===== config.mk =====
export PLATFORM = sky130hd
export DESIGN_NAME = framed_packet_command_server_unit
export DESIGN_NICKNAME = d
export VERILOG_FILES = /design/src/fpcs_pkg.sv /design/src/fpcs_front.sv /design/src/fpcs_queue.sv /design/src/fpcs_back.sv /design/src/framed_packet_command_server_unit.sv
export VERILOG_INCLUDE_DIRS = /design/src /design/src/src
export SDC_FILE = /design/constraint.sdc
export NUM_CORES = 1
export LEC_CHECK = 0
export BUFFER_PORTS_ARGS = -buffer_cell sky130_fd_sc_hd__buf_2
export CORE_MARGIN = 8
export CORE_UTILIZATION = 50
export DETAILED_ROUTE_END_ITERATION = 10
export GPL_ROUTABILITY_DRIVEN = 0
export PLACE_DENSITY = 0.67
export SYNTH_ARGS = -nofsm -noshare
export SYNTH_HDL_FRONTEND = slang
export SYNTH_SLANG_ARGS = --single-unit
export TNS_END_PERCENT = 10

===== constraint.sdc =====
create_clock -name clk_i -period 4.25 [get_ports clk_i]
set_clock_uncertainty 0.15 [all_clocks]
set_input_delay 0.425 -clock clk_i [delete_from_list [all_inputs] [get_ports clk_i]]
set_output_delay 0.425 -clock clk_i [all_outputs]
set_load 0.01 [all_outputs]

===== src/assert_macros.svh =====
`ifndef ASSERT_MACROS_SVH
`define ASSERT_MACROS_SVH

// The expression must hold at every clock edge out of reset.
`define ASSERT_ALWAYS(lbl, expr, msg) \
  lbl: assert property (@(posedge clk_i) disable iff (!rst_ni) (expr)) else $error(msg);

// When the first expression holds, the second must hold in the next cycle.
`define ASSERT_NEXT(lbl, ante, cons, msg) \
  lbl: assert property (@(posedge clk_i) disable iff (!rst_ni) (ante) |=> (cons)) else $error(msg);

`endif


===== src/fpcs_pkg.sv =====
package fpcs_pkg;

  localparam logic [7:0] STX      = 8'h02;
  localparam logic [7:0] ETX      = 8'h03;
  localparam logic [7:0] ACK      = 8'h06;
  localparam logic [7:0] NAK      = 8'h15;
  localparam logic [7:0] OP_ON    = 8'h10;
  localparam logic [7:0] OP_OFF   = 8'h11;
  localparam logic [7:0] OP_SET   = 8'h12;
  localparam logic [7:0] OP_GET   = 8'h13;
  localparam logic [7:0] OP_PING  = 8'h20;
  localparam logic [7:0] OP_VER   = 8'h21;
  localparam logic [7:0] ALL_ON   = 8'hFF;
  localparam logic [7:0] CHAR_P   = 8'h50;
  localparam logic [7:0] CHAR_O   = 8'h4F;
  localparam logic [7:0] CHAR_N   = 8'h4E;
  localparam logic [7:0] CHAR_G   = 8'h47;

  localparam logic [7:0] MAX_LEN_RESET   = 8'd32;
  localparam logic [7:0] VER_MAJOR_RESET = 8'd1;
  localparam logic [7:0] VER_MINOR_RESET = 8'd0;

  localparam logic [7:0] CFG_MAX_LEN   = 8'd0;
  localparam logic [7:0] CFG_VER_MAJOR = 8'd1;
  localparam logic [7:0] CFG_VER_MINOR = 8'd2;

  typedef enum logic [2:0] {
    PH_HUNT,
    PH_CMD,
    PH_LEN,
    PH_DATA,
    PH_CSUM,
    PH_ETX
  } phase_e;

  typedef enum logic [2:0] {
    RESP_ACK,
    RESP_NAK,
    RESP_GET,
    RESP_PING,
    RESP_VER
  } resp_kind_e;

  typedef struct packed {
    resp_kind_e  kind;
    logic [7:0]  led;
    logic [7:0]  arg0;
    logic [7:0]  arg1;
  } resp_desc_t;

  typedef logic [3:0] run_idx_t;

  // Number of bytes in the response run of one descriptor.
  function automatic run_idx_t resp_run_len(resp_kind_e kind);
    run_idx_t n;
    unique case (kind)
      RESP_GET:  n = 4'd6;
      RESP_PING: n = 4'd9;
      RESP_VER:  n = 4'd7;
      default:   n = 4'd1;
    endcase
    return n;
  endfunction

  // Byte at position idx of the response run of one descriptor.
  function automatic logic [7:0] resp_byte(resp_desc_t d, run_idx_t idx);
    logic [7:0] cmd;
    logic [7:0] len;
    logic [7:0] p0;
    logic [7:0] p1;
    logic [7:0] p2;
    logic [7:0] p3;
    logic [7:0] cs;
    logic [7:0] b;
    logic       pkt;
    run_idx_t   pidx;
    run_idx_t   len_n;
    cmd = '0;
    len = '0;
    p0  = '0;
    p1  = '0;
    p2  = '0;
    p3  = '0;
    pkt = 1'b1;
    b   = NAK;
    unique case (d.kind)
      RESP_ACK: begin
        pkt = 1'b0;
        b   = ACK;
      end
      RESP_GET: begin
        cmd = OP_GET;
        len = 8'd1;
        p0  = d.arg0;
      end
      RESP_PING: begin
        cmd = OP_PING;
        len = 8'd4;
        p0  = CHAR_P;
        p1  = CHAR_O;
        p2  = CHAR_N;
        p3  = CHAR_G;
      end
      RESP_VER: begin
        cmd = OP_VER;
        len = 8'd2;
        p0  = d.arg0;
        p1  = d.arg1;
      end
      default: begin
        pkt = 1'b0;
        b   = NAK;
      end
    endcase
    cs    = cmd ^ len ^ p0 ^ p1 ^ p2 ^ p3;
    pidx  = idx - 4'd3;
    len_n = len[3:0];
    if (pkt) begin
      if (idx == 4'd0) begin
        b = STX;
      end else if (idx == 4'd1) begin
        b = cmd;
      end else if (idx == 4'd2) begin
        b = len;
      end else if (pidx < len_n) begin
        unique case (pidx[1:0])
          2'd0: b = p0;
          2'd1: b = p1;
          2'd2: b = p2;
          default: b = p3;
        endcase
      end else if (pidx == len_n) begin
        b = cs;
      end else begin
        b = ETX;
      end
    end
    return b;
  endfunction

endpackage


===== src/fpcs_front.sv =====
module fpcs_front
  import fpcs_pkg::*;
(
  input  logic       clk_i,
  input  logic       rst_ni,
  input  logic       rx_valid_i,
  output logic       rx_stall_o,
  input  logic [7:0] rx_byte_i,
  input  logic       cfg_valid_i,
  output logic       cfg_ready_o,
  input  logic [7:0] cfg_index_i,
  input  logic [7:0] cfg_data_i,
  output logic       q_push_o,
  output resp_desc_t q_desc_o,
  input  logic       q_full_i
);

  phase_e     phase_q, phase_d;
  logic [7:0] cmd_q, cmd_d;
  logic [7:0] len_q, len_d;
  logic [7:0] cnt_q, cnt_d;
  logic [7:0] xor_q, xor_d;
  logic [7:0] first_q, first_d;
  logic [7:0] csum_q, csum_d;
  logic [7:0] led_q, led_d;
  logic [7:0] max_len_q;
  logic [7:0] ver_major_q;
  logic [7:0] ver_minor_q;
  logic [7:0] cnt_inc;
  logic       accept;
  logic       frame_ok;

  assign rx_stall_o  = q_full_i;
  assign cfg_ready_o = 1'b1;
  assign accept      = rx_valid_i & ~q_full_i;
  assign cnt_inc     = cnt_q + 8'd1;
  assign frame_ok    = (rx_byte_i == ETX) && (xor_q == csum_q);

  always_comb begin
    phase_d = phase_q;
    if (accept) begin
      unique case (phase_q)
        PH_CMD: phase_d = PH_LEN;
        PH_LEN: begin
          if (rx_byte_i > max_len_q) begin
            phase_d = PH_HUNT;
          end else if (rx_byte_i == 8'd0) begin
            phase_d = PH_CSUM;
          end else begin
            phase_d = PH_DATA;
          end
        end
        PH_DATA: begin
          if (cnt_inc >= len_q) begin
            phase_d = PH_CSUM;
          end
        end
        PH_CSUM: phase_d = PH_ETX;
        PH_ETX:  phase_d = PH_HUNT;
        default: phase_d = (rx_byte_i == STX) ? PH_CMD : PH_HUNT;
      endcase
    end
  end

  always_comb begin
    cmd_d    = cmd_q;
    len_d    = len_q;
    cnt_d    = cnt_q;
    xor_d    = xor_q;
    first_d  = first_q;
    csum_d   = csum_q;
    led_d    = led_q;
    q_push_o = 1'b0;
    q_desc_o = '{kind: RESP_NAK, led: led_q, arg0: led_q, arg1: '0};
    if (accept) begin
      unique case (phase_q)
        PH_CMD: begin
          cmd_d = rx_byte_i;
          xor_d = rx_byte_i;
        end
        PH_LEN: begin
          len_d = rx_byte_i;
          xor_d = xor_q ^ rx_byte_i;
          cnt_d = '0;
          if (rx_byte_i > max_len_q) begin
            q_push_o = 1'b1;
          end
        end
        PH_DATA: begin
          if (cnt_q == 8'd0) begin
            first_d = rx_byte_i;
          end
          xor_d = xor_q ^ rx_byte_i;
          cnt_d = cnt_inc;
        end
        PH_CSUM: csum_d = rx_byte_i;
        PH_ETX: begin
          q_push_o = 1'b1;
          if (frame_ok) begin
            unique case (cmd_q)
              OP_ON: begin
                led_d         = ALL_ON;
                q_desc_o.kind = RESP_ACK;
              end
              OP_OFF: begin
                led_d         = '0;
                q_desc_o.kind = RESP_ACK;
              end
              OP_SET: begin
                if (len_q == 8'd1) begin
                  led_d         = first_q;
                  q_desc_o.kind = RESP_ACK;
                end
              end
              OP_GET:  q_desc_o.kind = RESP_GET;
              OP_PING: q_desc_o.kind = RESP_PING;
              OP_VER: begin
                q_desc_o.kind = RESP_VER;
                q_desc_o.arg0 = ver_major_q;
                q_desc_o.arg1 = ver_minor_q;
              end
              default: q_desc_o.kind = RESP_NAK;
            endcase
          end
          q_desc_o.led = led_d;
          if (q_desc_o.kind == RESP_GET) begin
            q_desc_o.arg0 = led_d;
          end
        end
        default: ;
      endcase
    end
  end

  always_ff @(posedge clk_i or negedge rst_ni) begin
    if (!rst_ni) begin
      phase_q <= PH_HUNT;
      cmd_q   <= '0;
      len_q   <= '0;
      cnt_q   <= '0;
      xor_q   <= '0;
      first_q <= '0;
      csum_q  <= '0;
      led_q   <= '0;
    end else begin
      phase_q <= phase_d;
      cmd_q   <= cmd_d;
      len_q   <= len_d;
      cnt_q   <= cnt_d;
      xor_q   <= xor_d;
      first_q <= first_d;
      csum_q  <= csum_d;
      led_q   <= led_d;
    end
  end

  always_ff @(posedge clk_i or negedge rst_ni) begin
    if (!rst_ni) begin
      max_len_q   <= MAX_LEN_RESET;
      ver_major_q <= VER_MAJOR_RESET;
      ver_minor_q <= VER_MINOR_RESET;
    end else if (cfg_valid_i) begin
      unique case (cfg_index_i)
        CFG_MAX_LEN:   max_len_q   <= cfg_data_i;
        CFG_VER_MAJOR: ver_major_q <= cfg_data_i;
        CFG_VER_MINOR: ver_minor_q <= cfg_data_i;
        default: ;
      endcase
    end
  end

endmodule


===== src/fpcs_queue.sv =====
module fpcs_queue
  import fpcs_pkg::*;
(
  input  logic       clk_i,
  input  logic       rst_ni,
  input  logic       push_i,
  input  resp_desc_t desc_i,
  output logic       full_o,
  input  logic       pop_i,
  output logic       empty_o,
  output resp_desc_t head_o
);

  resp_desc_t mem_q [2];
  logic       wr_ptr_q, wr_ptr_d;
  logic       rd_ptr_q, rd_ptr_d;
  logic [1:0] count_q, count_d;

  assign full_o  = (count_q == 2'd2);
  assign empty_o = (count_q == 2'd0);
  assign head_o  = mem_q[rd_ptr_q];

  always_comb begin
    wr_ptr_d = wr_ptr_q;
    rd_ptr_d = rd_ptr_q;
    count_d  = count_q;
    if (push_i) begin
      wr_ptr_d = ~wr_ptr_q;
    end
    if (pop_i) begin
      rd_ptr_d = ~rd_ptr_q;
    end
    if (push_i && !pop_i) begin
      count_d = count_q + 2'd1;
    end else if (pop_i && !push_i) begin
      count_d = count_q - 2'd1;
    end
  end

  always_ff @(posedge clk_i or negedge rst_ni) begin
    if (!rst_ni) begin
      wr_ptr_q <= 1'b0;
      rd_ptr_q <= 1'b0;
      count_q  <= '0;
    end else begin
      wr_ptr_q <= wr_ptr_d;
      rd_ptr_q <= rd_ptr_d;
      count_q  <= count_d;
    end
  end

  always_ff @(posedge clk_i) begin
    if (push_i) begin
      mem_q[wr_ptr_q] <= desc_i;
    end
  end

endmodule


===== src/fpcs_back.sv =====
module fpcs_back
  import fpcs_pkg::*;
(
  input  logic       clk_i,
  input  logic       rst_ni,
  input  logic       q_empty_i,
  input  resp_desc_t q_head_i,
  output logic       q_pop_o,
  output logic       tx_valid_o,
  input  logic       tx_stall_i,
  output logic [7:0] tx_byte_o,
  output logic       last_byte_o,
  output logic [7:0] led_level_o
);

  resp_desc_t cur_q;
  logic       cur_valid_q, cur_valid_d;
  run_idx_t   idx_q, idx_d;
  logic       tx_valid_q, tx_valid_d;
  logic [7:0] tx_byte_q;
  logic       last_q;
  logic [7:0] led_q;
  logic       advance;
  logic       is_last;

  assign advance     = cur_valid_q && (!tx_valid_q || !tx_stall_i);
  assign is_last     = (idx_q == resp_run_len(cur_q.kind) - 4'd1);
  assign q_pop_o     = !q_empty_i && (!cur_valid_q || (advance && is_last));
  assign tx_valid_o  = tx_valid_q;
  assign tx_byte_o   = tx_byte_q;
  assign last_byte_o = last_q;
  assign led_level_o = led_q;

  always_comb begin
    cur_valid_d = cur_valid_q;
    idx_d       = idx_q;
    tx_valid_d  = tx_valid_q;
    if (q_pop_o) begin
      cur_valid_d = 1'b1;
      idx_d       = '0;
    end else if (advance && is_last) begin
      cur_valid_d = 1'b0;
    end else if (advance) begin
      idx_d = idx_q + 4'd1;
    end
    if (advance) begin
      tx_valid_d = 1'b1;
    end else if (!tx_stall_i) begin
      tx_valid_d = 1'b0;
    end
  end

  always_ff @(posedge clk_i or negedge rst_ni) begin
    if (!rst_ni) begin
      cur_valid_q <= 1'b0;
      idx_q       <= '0;
      tx_valid_q  <= 1'b0;
    end else begin
      cur_valid_q <= cur_valid_d;
      idx_q       <= idx_d;
      tx_valid_q  <= tx_valid_d;
    end
  end

  always_ff @(posedge clk_i) begin
    if (q_pop_o) begin
      cur_q <= q_head_i;
    end
    if (advance) begin
      tx_byte_q <= resp_byte(cur_q, idx_q);
      last_q    <= is_last;
      led_q     <= cur_q.led;
    end
  end

endmodule


===== src/framed_packet_command_server_unit.sv =====
// Framed packet command server. Received bytes enter one per cycle on the rx channel when
// not stalled; the front end parses STX, command, length, payload, checksum and ETX,
// updates the LED latch and queues one response descriptor per frame (or per rejected
// length). The back end turns each descriptor into a run of 1 to 9 bytes on the tx
// channel at one byte per cycle when not stalled, marking the final byte with
// last_byte_o. A two-entry response queue sits between the halves, so the receiver stalls
// only while it is full: when responses arrive faster than the back end drains them.
`include "assert_macros.svh"

module framed_packet_command_server_unit
  import fpcs_pkg::*;
(
  input  logic       clk_i,
  input  logic       rst_ni,
  input  logic       rx_valid_i,
  output logic       rx_stall_o,
  input  logic [7:0] rx_byte_i,
  output logic       tx_valid_o,
  input  logic       tx_stall_i,
  output logic [7:0] tx_byte_o,
  output logic       last_byte_o,
  output logic [7:0] led_level_o,
  input  logic       cfg_valid_i,
  output logic       cfg_ready_o,
  input  logic [7:0] cfg_index_i,
  input  logic [7:0] cfg_data_i
);

  logic       q_push;
  logic       q_full;
  logic       q_pop;
  logic       q_empty;
  resp_desc_t q_desc;
  resp_desc_t q_head;

  fpcs_front u_front (
    .clk_i       (clk_i),
    .rst_ni      (rst_ni),
    .rx_valid_i  (rx_valid_i),
    .rx_stall_o  (rx_stall_o),
    .rx_byte_i   (rx_byte_i),
    .cfg_valid_i (cfg_valid_i),
    .cfg_ready_o (cfg_ready_o),
    .cfg_index_i (cfg_index_i),
    .cfg_data_i  (cfg_data_i),
    .q_push_o    (q_push),
    .q_desc_o    (q_desc),
    .q_full_i    (q_full)
  );

  fpcs_queue u_queue (
    .clk_i   (clk_i),
    .rst_ni  (rst_ni),
    .push_i  (q_push),
    .desc_i  (q_desc),
    .full_o  (q_full),
    .pop_i   (q_pop),
    .empty_o (q_empty),
    .head_o  (q_head)
  );

  fpcs_back u_back (
    .clk_i       (clk_i),
    .rst_ni      (rst_ni),
    .q_empty_i   (q_empty),
    .q_head_i    (q_head),
    .q_pop_o     (q_pop),
    .tx_valid_o  (tx_valid_o),
    .tx_stall_i  (tx_stall_i),
    .tx_byte_o   (tx_byte_o),
    .last_byte_o (last_byte_o),
    .led_level_o (led_level_o)
  );

  `ASSERT_ALWAYS(a_queue_no_overflow, !(q_push && q_full), "push into a full response queue")
  `ASSERT_ALWAYS(a_queue_no_underflow, !(q_pop && q_empty), "pop from an empty response queue")
  `ASSERT_ALWAYS(a_push_needs_beat, !(q_push && !(rx_valid_i && !rx_stall_o)), "push without rx beat")
  `ASSERT_NEXT(a_run_continuous, tx_valid_o && !tx_stall_i && !last_byte_o, tx_valid_o, "gap inside a response run")

endmodule


==> run metrics, run 1 <==
WP data required=4.46 ns; Post-Synthesis Cells=726; TritonCTS buffer count=17; DIE AREA=0.02245 mm²; max_slew headroom=21.35%; Via density=5.506; Post-CTS Setup Bufs=0; Final setup viols=0; n_diodes=0; hold_buf cts=1; drt first pass iters=5; max_cap viols=0; row count=49; CTS tree=built; DP HPWL=12,780 µm; post-synthesis cell area=0.008955 mm²; Yosys Warn Count=0; Min-Delay Path Class=input pin to register; post-cts resize count=0; cell taking the most area after synthesis=edfxtp_1; fillers=1,475; Slew Limit Fails=0; Post-synth top cells=edfxtp_1, dfrtp_1, mux2_2; max FFs per register=54; Yosys cell types=61; H-tree levels=4; global route hottest layer=met2; Antenna Nets Post-Route=0; layout cells sized above 1=23.04%; CTS root buffer=clkbuf_16; clock buffer depth=2; GRT Residual Overflow=0; status=finished clean; clock latency on the worst-skew pair=0.43 ns; die width=149.8 µm; Worst setup SP type=register; Top-Level Pins=49; register clock-pin slew on the reported worst setup and hold paths=0.08 ns; post-DR wirelength/cell=17.39 µm; WP data arrival=3.84 ns; Synth async-reset ratio=48.69%; first-pass GRT wire length=29,240 µm; pin count of the biggest net entering global routing=69; Period Utilization, post-route=85.58%; number of synthesized flops with an enable pin=98; Critical Path Sink Type=register; Worst Tran Pin Value=1.180 ns; syn_area_per_cell=12.33 µm²; Top reg by flops=u_queue.mem_q; register area share after synthesis=58.88%; Initial Utilization=50.37%; # port buffers=47; post-layout minimum cycle time=3.637 ns; fin nets=835; Syn-to-layout area delta=11.83%; met2 track demand over resource=29.01%; Max Clock Freq=275.0 MHz; Setup CP Type=register to register; Final TNS setup=0 ns; most common cell in the netlist=edfxtp_1; worst vdd rail ir drop=0.0002756 V; dpl ws=0.6761 ns; core box area=0.01778 mm²; Synth Net Count=784; met3 global-route usage=3.901%; die height=149.8 µm; DRC violations left=0; final worst slack=0.6130 ns; Iter 0 DRT Violations=294; Worst Path Max Fanout=15; RSZ-0062 raised after global routing=false; top-area cell type share of the netlist area=32.86%; via count=5,611; antenna violations before repair=0; Main synth FF type=edfxtp_1; FF+latch count, synth=191; top post-synthesis cells by area=edfxtp_1, dfrtp_1, mux2_2; PwrDens=576.2 mW/mm²; Sink Count=191; Largest regs=u_queue.mem_q x54, u_back.cur_q x27; LEAKAGE=0.004237 µW; Tot GR Track Use=16.66%; vias in the first global route=5,856; Final Hold Viols=0; final WL=17,720 µm; met1 GRT Util=19.57%
==> layer usage <==
metal / vias to the layer above / wire (µm)
met5: - / 0
met4: 0 / 366
met3: 29 / 646
met2: 122 / 9124
li1: 2717 / -
met1: 2743 / 7586
==> placed cells by master (no fill, tap or decap), drive strengths merged, types with 4 or more instances in the layout <==
cell type,instances
edfxtp,98
dfrtp,91
mux2,82
nand2,80
buf,55
o21ai,50
inv,47
ha,29
nor2,26
xor2,26
nand3,22
a21oi,18
clkbuf,18
xnor2,14
and2,13
nand2b,11
a21boi,10
a22oi,8
nor3,8
a21o,6
o22ai,5
nor2b,5
a211oi,4
o211ai,4
o31ai,4
==> worst max-delay path, cell delays in order (launching register included) <==
cell	delay [ns]
edfxtp_1	0.60
nor2b_1	0.65
o21a_1	0.30
inv_1	0.06
ha_1	0.30
xnor2_1	0.14
nand2_1	0.15
o31ai_1	0.31
nor2b_2	0.22
inv_1	0.06
ha_1	0.32
nor2_1	0.14
xor2_1	0.15
==> worst paths after layout <==
path | start | endpoint | slack [ns] | cells after the start
setup reg to reg | u_back.cur_q[25]$_DFFE_PP_ | u_queue.count_q[1]$_DFFE_PN0P_ | 0.61 | 12
hold reg to reg | u_back.cur_q[23]$_DFFE_PP_ | u_back.led_level_o[7]$_DFFE_PP_ | 0.27 | 0
min in group asynchronous | rst_ni | u_front.cnt_q[0]$_DFFE_PN0P_ | 0.50 | 2
setup / recovery | u_back.cur_q[25]$_DFFE_PP_ | u_queue.count_q[1]$_DFFE_PN0P_ | 0.61 | 12
hold / removal | tx_stall_i | u_back.tx_valid_o$_DFFE_PN0P_ | 0.09 | 3
max in group asynchronous | rst_ni | u_front.first_q[3]$_DFFE_PN0P_ | 2.57 | 3
==> power by group <==
group,switching (µW),leakage [µW],internal (µW)
clock,740,0.000278,784
combinational,854,0.00185,737
sequential,319,0.00211,2340
total,1910,0.00424,3860
==> through the flow <==
| stage | area [µm²] | std cells | hold slack [ns] | utilization (%) | power [µW] |
|---|---|---|---|---|---|
| final | 10010 | 1019 | 0.09092 | 56.33 | 5771 |
| after detailed placement | 9437 | 986 | 0.2545 | 53.08 | 4267 |
| after global placement | 9437 | 986 | 0.2558 | 53.08 | 4185 |
| after global routing | 10010 | 1019 | 0.1080 | 56.33 | 6110 |
| after floorplan | 8955 | 726 | -0.02059 | - | 3816 |
| after CTS | 10010 | 1019 | 0.07293 | 56.33 | 5805 |
==> kinds of logic (layout without fill, tap and decap cells) <==
group                    Yosys count  count (layout)  synth area share [%]
AO/OA/AOI/OAI                    129             129                 9.431
flip-flops                       191             191                 58.88
adder cells (fa/ha/maj)           29              29                 4.052
AND/OR/NAND/NOR                  192             192                 10.44
multiplexers                      84              84                 10.54
other                              1               1               0.04188
buffers and inverters             60             124                 2.710
XOR/XNOR                          40              40                 3.912
==> layout make-up <==
| class | instances | area (µm²) | share of cell area [%] |
|---|---|---|---|
| tap | 229 | 286.5 | 2.861 |
| multi-input combinational | 475 | 3445 | 34.40 |
| inverter | 36 | 135.1 | 1.349 |
| timing repair buffer | 56 | 307.8 | 3.073 |
| clock buffer | 18 | 429.2 | 4.285 |
| sequential | 191 | 5273 | 52.65 |
| clock inverter | 14 | 138.9 | 1.387 |
Power figures use the tool's default switching activity.
==> run 2, diff against run 1 <==
--- a/config.mk
+++ b/config.mk
@@ -12,6 +12,7 @@
 export DETAILED_ROUTE_END_ITERATION = 10
 export GPL_ROUTABILITY_DRIVEN = 0
 export PLACE_DENSITY = 0.67
+export RECOVER_POWER = 50
 export SYNTH_ARGS = -nofsm -noshare
 export SYNTH_HDL_FRONTEND = slang
 export SYNTH_SLANG_ARGS = --single-unit
==> run metrics, run 2 (synthesis results as in run 1) <==
TritonCTS buffer count=17 (unchanged); Tot GR Track Use=16.66% (unchanged); vias in the first global route=5,856 (unchanged); Post-CTS Setup Bufs=0 (unchanged); Top-Level Pins=49 (unchanged); CP top delay family=simple AND/OR/NAND/NOR gates; first-pass GRT wire length=29,240 µm (unchanged); Worst Path Max Fanout=15 (unchanged); H-tree levels=4 (unchanged); max_cap viols=1 (+1); Initial Utilization=50.37% (unchanged); Worst Tran Pin Value=1.710 ns (+0.5307 ns); worst vdd rail ir drop=0.0002749 V (-0.24%); failing checks=capacitance limit, slew limit; leading cell type in the layout, fill and taps excluded=edfxtp_1; Iter 0 DRT Violations=301 (+2.4%); Final setup viols=0 (unchanged); via count=5,612 (+0.018%); hold_buf cts=1 (unchanged); clock latency on the worst-skew pair=0.43 ns (about the same); most frequent cells in the layout=edfxtp_1, dfrtp_1, mux2_2; DIE AREA=0.02245 mm² (unchanged); WP data required=4.46 ns (about the same); LEAKAGE=0.004175 µW (-1.5%); CP cell instances=nor2b_1 -> o21a_1 -> inv_1 -> ha_1 -> xnor2_1 -> nand2_1 -> o31ai_1 -> nor2b_2 -> inv_1 -> ha_1 -> nor2_1 -> xor2_1; post-placement cell count=986 (unchanged); final WL=17,730 µm (about the same); clock buffer depth=2 (unchanged); Syn-to-layout area delta=11.46%; worst reg2reg endpoint=u_queue.count_q[1]$_DFFE_PN0P_; pin count of the biggest net entering global routing=69 (unchanged); Sink Count=191 (unchanged); max FFs per register=54 (unchanged); RSZ-0062 raised after global routing=false; Cell Count, Final, Fillers Out=1,019 (unchanged); die width=149.8 µm (unchanged); antenna violations before repair=0 (unchanged); PwrDens=577.3 mW/mm² (+0.19%); Antenna Nets Post-Route=0 (unchanged); Setup CP Type=register to register; worst stage delay on the critical path=0.65 ns (about the same); # port buffers=47 (unchanged); CTS tree=built; CTS root buffer=clkbuf_16; status=finished, violations left; Via density=5.507 (about the same); DRC violations left=0 (unchanged); final core occ=56.14% (-0.19 points); WP data arrival=3.83 ns (about the same); Final TNS setup=0 ns (unchanged); post-cts resize count=0 (unchanged); max_slew headroom=-14.02% (-35 points); Hold Crit Depth=3 (unchanged); worst r2r path cells=12 (unchanged); Min-Delay Path Class=input pin to register; worst hold slack=0.09033 ns (-0.0005815 ns); row count=49 (unchanged); Final Hold Viols=0 (unchanged); die height=149.8 µm (unchanged); flop2flop setup slack=0.63 ns (about the same); RR Startpoint=u_back.cur_q[25]$_DFFE_PP_; Period Utilization, post-route=85.24% (-0.33 points); Crit path buffers/inverters=2 (unchanged); drt first pass iters=5 (unchanged); layout cells sized above 1=20.38% (-2.7 points); post-DR wirelength/cell=17.40 µm (about the same); Worst setup SP type=register; Hold Path End=u_back.tx_valid_o$_DFFE_PN0P_; slowest CP cell=nor2b_1; Top reg by flops=u_queue.mem_q; hold path startpoint=tx_stall_i; register clock-pin slew on the reported worst setup and hold paths=0.08 ns (about the same); GRT Residual Overflow=0 (unchanged); Critical Path Sink Type=register; final instance area=0.009981 mm² (-0.34%); core box area=0.01778 mm² (unchanged); fillers=1,489 (+0.95%); Max Clock Freq=276.0 MHz (+0.39%); post-layout minimum cycle time=3.623 ns (-0.01423 ns); n_diodes=0 (unchanged); fin nets=835 (unchanged); Slew Limit Fails=69 (+69); DP HPWL=12,780 µm (unchanged); Largest regs=u_queue.mem_q x54, u_back.cur_q x27; placed cell area=0.009437 mm² (unchanged)
run 2: cell count changes in the layout (fill, tap and decap cells not counted):
cell	change
and2_0	+1
and2_1	-1
buf_2	-19
buf_4	-3
clkbuf_1	+21
clkbuf_2	+1
run 2: where the power goes:
group	switching [µW]	internal, µW	total [µW]
combinational	855	725	1580
sequential	319	2340	2660
clock	742	784	1530
total	1920	3850	5760
run 2: metal layers:
metal  routed length, µm  vias up  track usage [%]
met3                 720       24            3.901
met2                9133      136            29.01
met4                 329        0            6.497
li1                    -     2720                -
met5                   0        -                0
met1                7545     2732            19.57
run 2: worst reg2reg max path: stages (launching register included):
cell      delay [ns]
edfxtp_1        0.60
nor2b_1         0.65
o21a_1          0.30
inv_1           0.06
ha_1            0.30
xnor2_1         0.14
nand2_1         0.15
o31ai_1         0.31
nor2b_2         0.22
inv_1           0.06
ha_1            0.32
nor2_1          0.14
xor2_1          0.15
run 2: per-stage QoR:
step	total power [µW]	setup slack (ns)
floorplan	3816	0.7993
global placement	4185	0.7798
detailed placement	4267	0.6761
CTS	5805	0.6395
global route	6099	0.3162
finish	5762	0.6272
run 2: cell type report:
type / count / area [µm²] / area share, %
flip-flops and latches: 191 / 5273 / 52.83
multi-input cells: 475 / 3445 / 34.51
clock buffers: 18 / 429.2 / 4.300
well taps: 229 / 286.5 / 2.871
repair buffers: 56 / 274.0 / 2.745
clock inverters: 14 / 138.9 / 1.391
inverters: 36 / 135.1 / 1.354
run 2: how the worst max path moves through the flow:
stage                               startpoint  cells past startpoint                        endpoint
global placement    u_back.cur_q[25]$_DFFE_PP_                     13  u_queue.count_q[1]$_DFFE_PN0P_
CTS                 u_back.cur_q[25]$_DFFE_PP_                     12  u_queue.count_q[1]$_DFFE_PN0P_
finish              u_back.cur_q[25]$_DFFE_PP_                     12  u_queue.count_q[1]$_DFFE_PN0P_
detailed placement  u_back.cur_q[25]$_DFFE_PP_                     12  u_queue.count_q[1]$_DFFE_PN0P_
floorplan           u_back.cur_q[26]$_DFFE_PP_                     15  u_queue.count_q[1]$_DFFE_PN0P_
global route        u_back.cur_q[25]$_DFFE_PP_                     12  u_queue.count_q[1]$_DFFE_PN0P_
